**config.mk**
```make
export PLATFORM = sky130hd
export DESIGN_NAME = sorted_alarm_timer_queue
export DESIGN_NICKNAME = d
export VERILOG_FILES = /design/src/rtl/satq_pkg.sv /design/src/rtl/satq_cell.sv /design/src/rtl/satq_chain.sv /design/src/rtl/satq_div.sv /design/src/rtl/sorted_alarm_timer_queue.sv
export SDC_FILE = /design/constraint.sdc
export NUM_CORES = 2
export LEC_CHECK = 0
export ABC_AREA = 1
export ABC_CLOCK_PERIOD_IN_PS = 8650
export BUFFER_PORTS_ARGS = -buffer_cell sky130_fd_sc_hd__clkbuf_2
export CORE_ASPECT_RATIO = 1.5
export CORE_MARGIN = 2
export CORE_UTILIZATION = 50
export CTS_CLUSTER_SIZE = 12
export DETAILED_ROUTE_END_ITERATION = 8
export PLACE_DENSITY = 0.65
export SYNTH_ARGS = -nofsm -noshare
export SYNTH_HDL_FRONTEND = slang
export SYNTH_SLANG_ARGS = --single-unit
```
**constraint.sdc**
```tcl
create_clock -name clk -period 8.65 [get_ports clk]
set_input_delay 0.865 -clock clk [delete_from_list [all_inputs] [get_ports clk]]
set_output_delay 0.865 -clock clk [all_outputs]
set_load 0.02 [all_outputs]
```
**src/rtl/satq_pkg.sv**
```systemverilog
package satq_pkg;

    localparam int NUM_PROCS   = 16;
    localparam int TPS         = 100;
    localparam int MS_PER_S    = 1000;
    localparam int MS_PER_TICK = MS_PER_S / TPS;
    localparam int ROUND_MS    = MS_PER_S / 2;
    localparam int BIG_MS      = 1000000000 / TPS;
    localparam int MAX_NOTES   = 16;
    localparam int PID_W       = 4;
    localparam int TW          = 32;
    // x / MS_PER_S == (x * RECIP) >> RECIP_SH for every 32-bit x
    localparam int RECIP_SH    = 38;
    localparam int RECIP       = int'(((longint'(1) << RECIP_SH) + longint'(MS_PER_S - 1))
                                      / longint'(MS_PER_S));
    localparam int RECIP_W     = $clog2(RECIP);
    localparam int NOTE_W      = $clog2(MAX_NOTES + 1);

    localparam logic FUNC_TICK  = 1'b0;
    localparam logic FUNC_SET   = 1'b1;
    localparam logic KIND_REPLY = 1'b0;
    localparam logic KIND_NOTE  = 1'b1;

    typedef logic [TW-1:0] tm_t;

    typedef enum logic [2:0] {
        OP_NOP,
        OP_POP,
        OP_UNLINK,
        OP_CANCEL,
        OP_INSERT
    } op_t;

    typedef struct packed {
        logic             valid;
        logic [PID_W-1:0] pid;
        tm_t              dl;
    } ent_t;

    typedef struct packed {
        op_t              op;
        logic [PID_W-1:0] pid;
        tm_t              when;
    } ctl_t;

    // a - b >= 0 as a signed wrapping difference
    function automatic logic reached(input tm_t a, input tm_t b);
        tm_t d;
        d = a - b;
        return !d[TW-1];
    endfunction

endpackage

```
**src/rtl/satq_cell.sv**
```systemverilog
module satq_cell (
    input  logic           clk,
    input  logic           rst_n,
    input  satq_pkg::ctl_t ctl,
    input  satq_pkg::ent_t left_ent,
    input  satq_pkg::ent_t right_ent,
    input  logic           match_seen_in,
    input  logic           ins_seen_in,
    output satq_pkg::ent_t ent,
    output logic           hit,
    output logic           match_seen_out,
    output logic           ins_seen_out
);
    import satq_pkg::*;

    ent_t ent_reg;
    ent_t ent_next;
    logic at;

    assign hit = ent_reg.valid && (ent_reg.pid == ctl.pid);
    // first slot that is free or holds an armed deadline at or after the new one
    assign at  = !ent_reg.valid || ((ent_reg.dl != '0) && reached(ent_reg.dl, ctl.when));

    assign match_seen_out = match_seen_in | hit;
    assign ins_seen_out   = ins_seen_in | at;
    assign ent            = ent_reg;

    always_comb
    begin
        ent_next = ent_reg;
        case (ctl.op)
            OP_POP:
            begin
                ent_next = right_ent;
            end
            OP_UNLINK:
            begin
                if (match_seen_in || hit)
                begin
                    ent_next = right_ent;
                end
            end
            OP_CANCEL:
            begin
                if (hit)
                begin
                    ent_next.dl = '0;
                end
            end
            OP_INSERT:
            begin
                if (ins_seen_in)
                begin
                    ent_next = left_ent;
                end
                else if (at)
                begin
                    ent_next = '{valid: 1'b1, pid: ctl.pid, dl: ctl.when};
                end
            end
            default:
            begin
                ent_next = ent_reg;
            end
        endcase
    end

    always_ff @(posedge clk or negedge rst_n)
    begin
        if (!rst_n)
        begin
            ent_reg <= '0;
        end
        else
        begin
            ent_reg <= ent_next;
        end
    end

endmodule

```
**src/rtl/satq_chain.sv**
```systemverilog
module satq_chain (
    input  logic                               clk,
    input  logic                               rst_n,
    input  satq_pkg::ctl_t                     ctl,
    output satq_pkg::ent_t                     head,
    output satq_pkg::tm_t                      look_dl,
    output logic [satq_pkg::NUM_PROCS-1:0]     valid_vec
);
    import satq_pkg::*;

    ent_t                 ent_pad [NUM_PROCS+2];
    logic [NUM_PROCS-1:0] hits;
    logic [NUM_PROCS:0]   mseen;
    logic [NUM_PROCS:0]   iseen;

    assign ent_pad[0]           = '0;
    assign ent_pad[NUM_PROCS+1] = '0;
    assign mseen[0]             = 1'b0;
    assign iseen[0]             = 1'b0;

    genvar i;
    generate
        for (i = 0; i < NUM_PROCS; i++)
        begin : g_cell
            satq_cell u_cell (
                .clk            (clk),
                .rst_n          (rst_n),
                .ctl            (ctl),
                .left_ent       (ent_pad[i]),
                .right_ent      (ent_pad[i+2]),
                .match_seen_in  (mseen[i]),
                .ins_seen_in    (iseen[i]),
                .ent            (ent_pad[i+1]),
                .hit            (hits[i]),
                .match_seen_out (mseen[i+1]),
                .ins_seen_out   (iseen[i+1])
            );
            assign valid_vec[i] = ent_pad[i+1].valid;
        end
    endgenerate

    assign head = ent_pad[1];

    // at most one slot holds a given process
    always_comb
    begin
        look_dl = '0;
        for (int k = 0; k < NUM_PROCS; k++)
        begin
            if (hits[k])
            begin
                look_dl = look_dl | ent_pad[k+1].dl;
            end
        end
    end

endmodule

```
**src/rtl/satq_div.sv**
```systemverilog
module satq_div (
    input  logic           clk,
    input  logic           start,
    input  satq_pkg::tm_t  dividend,
    output satq_pkg::tm_t  quotient
);
    import satq_pkg::*;

    localparam logic [RECIP_W-1:0] RECIP_K = RECIP_W'(RECIP);

    logic [TW+RECIP_W-1:0] prod_reg;

    // divide by MS_PER_S through reciprocal multiplication, result in the cycle after start
    always_ff @(posedge clk)
    begin
        if (start)
        begin
            prod_reg <= {{RECIP_W{1'b0}}, dividend} * {{TW{1'b0}}, RECIP_K};
        end
    end

    assign quotient = tm_t'(prod_reg[TW+RECIP_W-1:RECIP_SH]);

endmodule

```
**src/rtl/sorted_alarm_timer_queue.sv**
```systemverilog
// Set item: lookup, scaling, reciprocal divide, fix-up, deadline and insert; then the reply
// is loaded and only then is the next item taken. An out-of-range proc_id goes to the reply.
// Tick item: drops one head entry per cycle unless the output stalls it, then stops;
// notes trail the walk by one entry, the final one leaves as the walk stops.
// A result the receiver has not taken stalls the walk and the reply.
// Reset (async, active low) clears the tick counter, queue and output valid; ready at once.
module sorted_alarm_timer_queue (
    input  logic        clk,
    input  logic        rst_n,
    input  logic        s_tvalid,
    output logic        s_tready,
    input  logic [39:0] s_tdata,   // [3:0] proc_id, [35:4] delay_ms, [39:36] zero
    input  logic        s_tuser,   // func
    output logic        m_tvalid,
    input  logic        m_tready,
    output logic [39:0] m_tdata,   // [3:0] proc_id_out, [35:4] old_remaining_ms, [39:36] zero
    output logic        m_tuser,   // kind
    output logic        m_tlast    // last
);
    import satq_pkg::*;

    typedef enum logic [8:0] {
        S_IDLE  = 9'b000000001,
        S_TICK  = 9'b000000010,
        S_LOOK  = 9'b000000100,
        S_MUL   = 9'b000001000,
        S_DIVS  = 9'b000010000,
        S_FIX   = 9'b000100000,
        S_WHEN  = 9'b001000000,
        S_INS   = 9'b010000000,
        S_REPLY = 9'b100000000
    } state_t;

    state_t              state_reg;
    state_t              state_next;
    tm_t                 tick_reg;
    tm_t                 tick_next;
    logic [NOTE_W-1:0]   note_cnt_reg;
    logic [NOTE_W-1:0]   note_cnt_next;
    logic                pend_valid_reg;
    logic                pend_valid_next;
    logic [PID_W-1:0]    pend_pid_reg;
    logic                out_valid_reg;
    logic                out_valid_next;
    logic                out_kind_reg;
    logic [PID_W-1:0]    out_pid_reg;
    tm_t                 out_ms_reg;
    logic                out_last_reg;

    logic [PID_W-1:0]    set_pid_reg;
    tm_t                 ms_reg;
    tm_t                 rem_reg;
    logic                alive_reg;
    logic                big_reg;
    tm_t                 div_in_reg;
    tm_t                 old_ms_reg;
    tm_t                 ticks_reg;
    tm_t                 when_reg;

    ctl_t                ctl;
    ent_t                head;
    tm_t                 look_dl;
    logic [NUM_PROCS-1:0] valid_vec;
    tm_t                 q_ms;

    logic                s_xfer;
    logic                pid_oor;
    logic                out_free;
    logic                ms_zero;
    logic                big;
    logic                head_armed;
    logic                walk_stop;
    logic                pend_take;
    logic                out_load;
    logic                out_kind;
    logic [PID_W-1:0]    out_pid;
    tm_t                 out_ms;
    logic                out_last;
    tm_t                 when_sum;

    assign s_tready = (state_reg == S_IDLE);
    assign s_xfer   = s_tvalid && s_tready;
    assign pid_oor  = int'(s_tdata[PID_W-1:0]) >= NUM_PROCS;
    assign out_free = !out_valid_reg || m_tready;
    assign ms_zero  = (ms_reg == '0);
    assign big      = (ms_reg >= tm_t'(BIG_MS));
    assign when_sum = ticks_reg + tick_reg;

    assign head_armed = head.valid && (head.dl != '0);
    assign walk_stop  = !head.valid ||
                        (head_armed && (!reached(tick_reg, head.dl) ||
                                        (note_cnt_reg == NOTE_W'(MAX_NOTES))));

    satq_chain u_chain (
        .clk       (clk),
        .rst_n     (rst_n),
        .ctl       (ctl),
        .head      (head),
        .look_dl   (look_dl),
        .valid_vec (valid_vec)
    );

    satq_div u_div_ms (
        .clk      (clk),
        .start    (state_reg == S_DIVS),
        .dividend (div_in_reg),
        .quotient (q_ms)
    );

    always_comb
    begin
        state_next      = state_reg;
        tick_next       = tick_reg;
        note_cnt_next   = note_cnt_reg;
        pend_valid_next = pend_valid_reg;
        pend_take       = 1'b0;
        out_load        = 1'b0;
        out_kind        = KIND_NOTE;
        out_pid         = pend_pid_reg;
        out_ms          = '0;
        out_last        = 1'b0;
        ctl             = '{op: OP_NOP, pid: set_pid_reg, when: when_reg};
        case (state_reg)
            S_IDLE:
            begin
                if (s_xfer)
                begin
                    if (s_tuser == FUNC_TICK)
                    begin
                        tick_next       = tick_reg + 1'b1;
                        note_cnt_next   = '0;
                        pend_valid_next = 1'b0;
                        state_next      = S_TICK;
                    end
                    else if (pid_oor)
                    begin
                        state_next = S_REPLY;
                    end
                    else
                    begin
                        state_next = S_LOOK;
                    end
                end
            end
            S_TICK:
            begin
                if (walk_stop)
                begin
                    if (!pend_valid_reg)
                    begin
                        state_next = S_IDLE;
                    end
                    else if (out_free)
                    begin
                        out_load        = 1'b1;
                        out_last        = 1'b1;
                        pend_valid_next = 1'b0;
                        state_next      = S_IDLE;
                    end
                end
                else if (!head_armed)
                begin
                    ctl.op = OP_POP;
                end
                else if (!pend_valid_reg || out_free)
                begin
                    ctl.op          = OP_POP;
                    out_load        = pend_valid_reg;
                    pend_take       = 1'b1;
                    pend_valid_next = 1'b1;
                    note_cnt_next   = note_cnt_reg + 1'b1;
                end
            end
            S_LOOK:
            begin
                ctl.op     = ms_zero ? OP_CANCEL : OP_UNLINK;
                state_next = S_MUL;
            end
            S_MUL:
            begin
                state_next = S_DIVS;
            end
            S_DIVS:
            begin
                state_next = S_FIX;
            end
            S_FIX:
            begin
                state_next = S_WHEN;
            end
            S_WHEN:
            begin
                state_next = S_INS;
            end
            S_INS:
            begin
                ctl.op     = ms_zero ? OP_NOP : OP_INSERT;
                state_next = S_REPLY;
            end
            S_REPLY:
            begin
                if (out_free)
                begin
                    out_load   = 1'b1;
                    out_kind   = KIND_REPLY;
                    out_pid    = set_pid_reg;
                    out_ms     = old_ms_reg;
                    out_last   = 1'b1;
                    state_next = S_IDLE;
                end
            end
            default:
            begin
                state_next = S_IDLE;
            end
        endcase
    end

    always_comb
    begin
        out_valid_next = out_valid_reg;
        if (out_load)
        begin
            out_valid_next = 1'b1;
        end
        else if (m_tready)
        begin
            out_valid_next = 1'b0;
        end
    end

    always_ff @(posedge clk or negedge rst_n)
    begin
        if (!rst_n)
        begin
            state_reg      <= S_IDLE;
            tick_reg       <= '0;
            note_cnt_reg   <= '0;
            pend_valid_reg <= 1'b0;
            out_valid_reg  <= 1'b0;
        end
        else
        begin
            state_reg      <= state_next;
            tick_reg       <= tick_next;
            note_cnt_reg   <= note_cnt_next;
            pend_valid_reg <= pend_valid_next;
            out_valid_reg  <= out_valid_next;
        end
    end

    always_ff @(posedge clk)
    begin
        if (out_load)
        begin
            out_kind_reg <= out_kind;
            out_pid_reg  <= out_pid;
            out_ms_reg   <= out_ms;
            out_last_reg <= out_last;
        end
        if (pend_take)
        begin
            pend_pid_reg <= head.pid;
        end
        if (s_xfer)
        begin
            set_pid_reg <= s_tdata[PID_W-1:0];
            ms_reg      <= s_tdata[PID_W+TW-1:PID_W];
            old_ms_reg  <= '0;
        end
        case (state_reg)
            S_LOOK:
            begin
                rem_reg   <= look_dl - tick_reg;
                alive_reg <= (look_dl != '0) && !reached(tick_reg, look_dl);
            end
            S_MUL:
            begin
                old_ms_reg <= alive_reg ? rem_reg * tm_t'(MS_PER_TICK) : '0;
                big_reg    <= big;
                div_in_reg <= big ? ms_reg : ms_reg * tm_t'(TPS) + tm_t'(ROUND_MS);
            end
            S_FIX:
            begin
                ticks_reg <= big_reg ? tm_t'(q_ms * tm_t'(TPS)) : q_ms;
            end
            S_WHEN:
            begin
                when_reg <= (when_sum == '0) ? tm_t'(1) : when_sum;
            end
            default:
            begin
            end
        endcase
    end

    assign m_tvalid = out_valid_reg;
    assign m_tdata  = {4'b0000, out_ms_reg, out_pid_reg};
    assign m_tuser  = out_kind_reg;
    assign m_tlast  = out_last_reg;

    a_queue_compact: assert property (@(posedge clk) disable iff (!rst_n)
        ((valid_vec + 1'b1) & valid_vec) == '0)
        else $error("queue slots not contiguous");

    a_note_no_ms: assert property (@(posedge clk) disable iff (!rst_n)
        (m_tvalid && (m_tuser == KIND_NOTE)) |-> (m_tdata[35:4] == '0))
        else $error("alarm note carries a time");

    a_reply_last: assert property (@(posedge clk) disable iff (!rst_n)
        (m_tvalid && (m_tuser == KIND_REPLY)) |-> m_tlast)
        else $error("reply without last");

endmodule
```
==> impl_metrics.py <==
metrics = {
    "sta": {
        "finalHoldViolCount": 0,
        "rsz0062_at_grt": "no",
        "post-route-min-period_ps": 7900,
        "worst_slack_ps": 755,
        "clock.fmax_ghz": 0.127,
        "min_period_over_period": 0.913,
        "holdWs_ps": 99.6,
        "slew_headroom": 0.0654,
        "tightest_slew_ps": 1400,
        "setup_tns_ps": 0,
        "fin_skew_ps": 68.1,
        "slew_violations": 0,
        "setup_violations": 0,
    },
    "worst_setup_path": {
        "cp-start-kind": "flop",
        "required_ps": 9180,
        "critPathKind": "reg -> reg",
        "cp_data_arrival_time_ps": 8420,
        "rr_worst_depth": 24,
        "cp_slowest_stage_delay_ps": 770,
        "endpoint_kind": "flop",
        "slowest_stage": "edfxtp_1",
        "path_max_fanout": 11,
        "cpMostUsedCell": "fa_1",
        "path_cells": "ha_1 > inv_1 > fa_1 > inv_1 > fa_1 > fa_1 > inv_1 > fa_1 > inv_1 > fa_1 > fa_1 > fa_1 > ha_1 > nand2_1 > o21ai_0 > a21oi_1 > o31ai_1 > a21oi_1 > o21ai_0 > a21oi_1 > o21ai_0 > nand3_1 > nand3b_1 > nand2_1",
    },
    "floorplanning": {
        "io_pins": 89,
        "die-height_um": 514,
        "die_width_um": 344,
        "start_util": 0.502,
        "rows": 187,
        "dieArea_mm2": 0.177,
        "core_area_mm2": 0.173,
    },
    "clocking": {
        "h-tree-depth": 3,
        "cts.repair.resized": 0,
        "cts_buffer_depth": 3,
        "path_clk_slew_ps": 70,
        "postCtsSetupBuffers": 0,
        "cts_buffers": 105,
        "cts_sinks": 898,
        "cts_root_buf": "clkbuf_16",
        "cts_tree": "built",
        "cts_hold_buffers": 0,
        "worst_skew_pair.late_latency_ps": 800,
    },
    "yosys": {
        "yosysSeqAreaShare": 0.274,
        "yosys_warnings": 0,
        "synth_area_leaders": "dfrtp_1 (18%), ha_1 (18%), edfxtp_1 (8.9%)",
        "synthArstFlopShare": 0.713,
        "synth_cell_types": 72,
        "synth_top_area_frac": 0.184,
        "syn_inst": 11200,
        "syn_area_mm2": 0.0867,
        "yosysTopAreaCell": "dfrtp_1",
        "syn_avg_cell_area_um2": 7.76,
        "synthFlopType": "dfrtp_1",
        "synth_edf_count": 258,
        "yosys_register_bits": 898,
    },
    "cells_and_area": {
        "drive_above_1_share": 0.0453,
        "syn_to_final_growth_pct": 7.91,
        "nNetsFinal": 12800,
        "fin_area_mm2": 0.0936,
        "largest_reg_flops": 592,
        "fin_util": 0.542,
        "final_cells": 13500,
    },
    "drt": {
        "drt_wl_total_mm": 361,
        "firstDrtPassIters": 9,
        "routedWlPerCell_um": 26.7,
        "drt_iter0_markers": 7258,
        "via_per_inst": 6.13,
        "drc": 0,
        "ant_nets": 0,
        "vias": 82800,
    },
    "grt": {
        "grtUsageTotal": 0.405,
        "grt_pass1_vias": 82500,
        "grt_max_degree": 150,
        "antenna_found_initial": 27,
        "globalRouteOverflowTotal": 0,
        "grt_pass1_wl_mm": 527,
    },
    "status": {
        "status": "complete, no violations",
    },
    "placed_design": {
        "placed_area_mm2": 0.0901,
        "placedCellCount": 13300,
        "dp_hpwl_mm": 282,
        "gp_congestion": 1.07,
        "port_buffers": 79,
        "pre_cts_slack_ps": 756,
    },
    "power_and_ir_drop": {
        "p_int_mw": 15.9,
        "peakVddDrop_mv": 0.519,
        "p_sw_mw": 19.2,
        "p_leak_nw": 45.3,
        "swShare": 0.546,
        "power_frac_clock": 0.132,
        "power_mw": 35.1,
        "p_per_area_mw_per_mm2": 375,
        "power.share.sequential": 0.198,
        "comb_power_share": 0.671,
    },
    "flow_run": {
        "cap_violations": 0,
    },
    "hold_path": {
        "holdCritPathClass": "in -> async",
    },
}
[cell families after synthesis]
family	synth area share
buffers and inverters	0.104
other	0.0000432
DFF	0.274
AOI/OAI and AO/OA	0.193
xor gates and xnor gates	0.0188
muxes	0.000115
adders and majority gates	0.255
and+or+nand+nor	0.155
[worst max-delay path, delay by kind of cell (launching register included)]
| kind | cells | cell delay (ps) |
|---|---|---|
| fa+ha+maj | 9 | 4140 |
| compound gates | 7 | 1980 |
| flops | 1 | 770 |
| simple gates | 4 | 520 |
| buf+inv | 4 | 240 |
[synth_stat cells, drive strengths merged, types with 4 or more instances]
| cell type | instances |
|---|---|
| dfrtp | 639 |
| o22ai | 441 |
| o21bai | 21 |
| edfxtp | 258 |
| nand2 | 2012 |
| a22oi | 50 |
| a31oi | 61 |
| nor2 | 533 |
| a21boi | 10 |
| nor4 | 100 |
| a2111oi | 7 |
| o31ai | 20 |
| or2 | 7 |
| a221oi | 37 |
| o21a | 30 |
| clkbuf | 301 |
| o21ai | 1327 |
| nor3 | 137 |
| fa | 343 |
| nand4 | 165 |
| o221ai | 58 |
| a21oi | 706 |
| ha | 1220 |
| o41ai | 4 |
| nand3 | 219 |
| and2 | 10 |
| nand3b | 15 |
| clkinv | 7 |
| a211oi | 29 |
| xnor2 | 57 |
| xor2 | 129 |
| o2111ai | 34 |
| a21o | 17 |
| inv | 1953 |
| buf | 104 |
| o211ai | 83 |
[cell usage in the layout, fill, tap and decap left out, drive strengths merged, types with 37 or more instances in the layout]
cell,count
nand2,2012
buf,187
a21oi,706
fa,343
nor2,533
ha,1220
nor3,137
o211ai,83
a221oi,37
a31oi,61
xor2,129
clkinv,39
o21ai,1327
edfxtp,258
o22ai,441
xnor2,57
clkbuf,231
a22oi,50
inv,1954
nor4,100
nand4,165
dfrtp,639
o221ai,58
nand3,219
[path summary, 6_finish.rpt]
kind	start	to	slack (ps)
worst max register to register	div_in_reg[9]	u_div_ms.prod_reg[59]	750
worst max-delay path	div_in_reg[9]	u_div_ms.prod_reg[59]	750
worst min register to register	state_reg[2]	state_reg[4]	490
max in group asynchronous	rst_n	u_chain.g_cell[1].u_cell.ent[12]	6870
worst min-delay path	rst_n	u_chain.g_cell[0].u_cell.ent[2]	100
min in group clk	s_tdata[25]	ms_reg[21]	250
[power groups by stage]
stage / sequential (mW) / clock, mW / combinational, mW
5_1_grt: 7.01 / 4.80 / 26.0
6_report: 6.94 / 4.61 / 23.5
4_1_cts: 6.88 / 4.65 / 23.0
3_5_place_dp: 6.95 / 0 / 22.8
3_3_place_gp: 6.93 / 0 / 22.6
2_1_floorplan: 6.49 / 0 / 15.5
[per-layer routing]
metal | share of wire | global-route usage | vias to the layer above
met2 | 0.47 | 0.674 | 3784
met4 | 0.13 | 0.438 | 16
met5 | 0.00032 | 0 | -
met3 | 0.061 | 0.0690 | 1546
li1 | - | - | 37800
met1 | 0.33 | 0.410 | 39700
[final cells by class]
cell class | count | area [µm²]
clock buffers | 152 | 3080
flip-flops and latches | 898 | 23800
multi-input cells | 7917 | 54200
inverters | 1960 | 7360
fillers | 16500 | 79100
clock inverters | 36 | 328
well taps | 2268 | 2840
diodes | 20 | 50.0
repair buffers | 266 | 1910
Note: power is estimated with default switching activity, not from simulation.
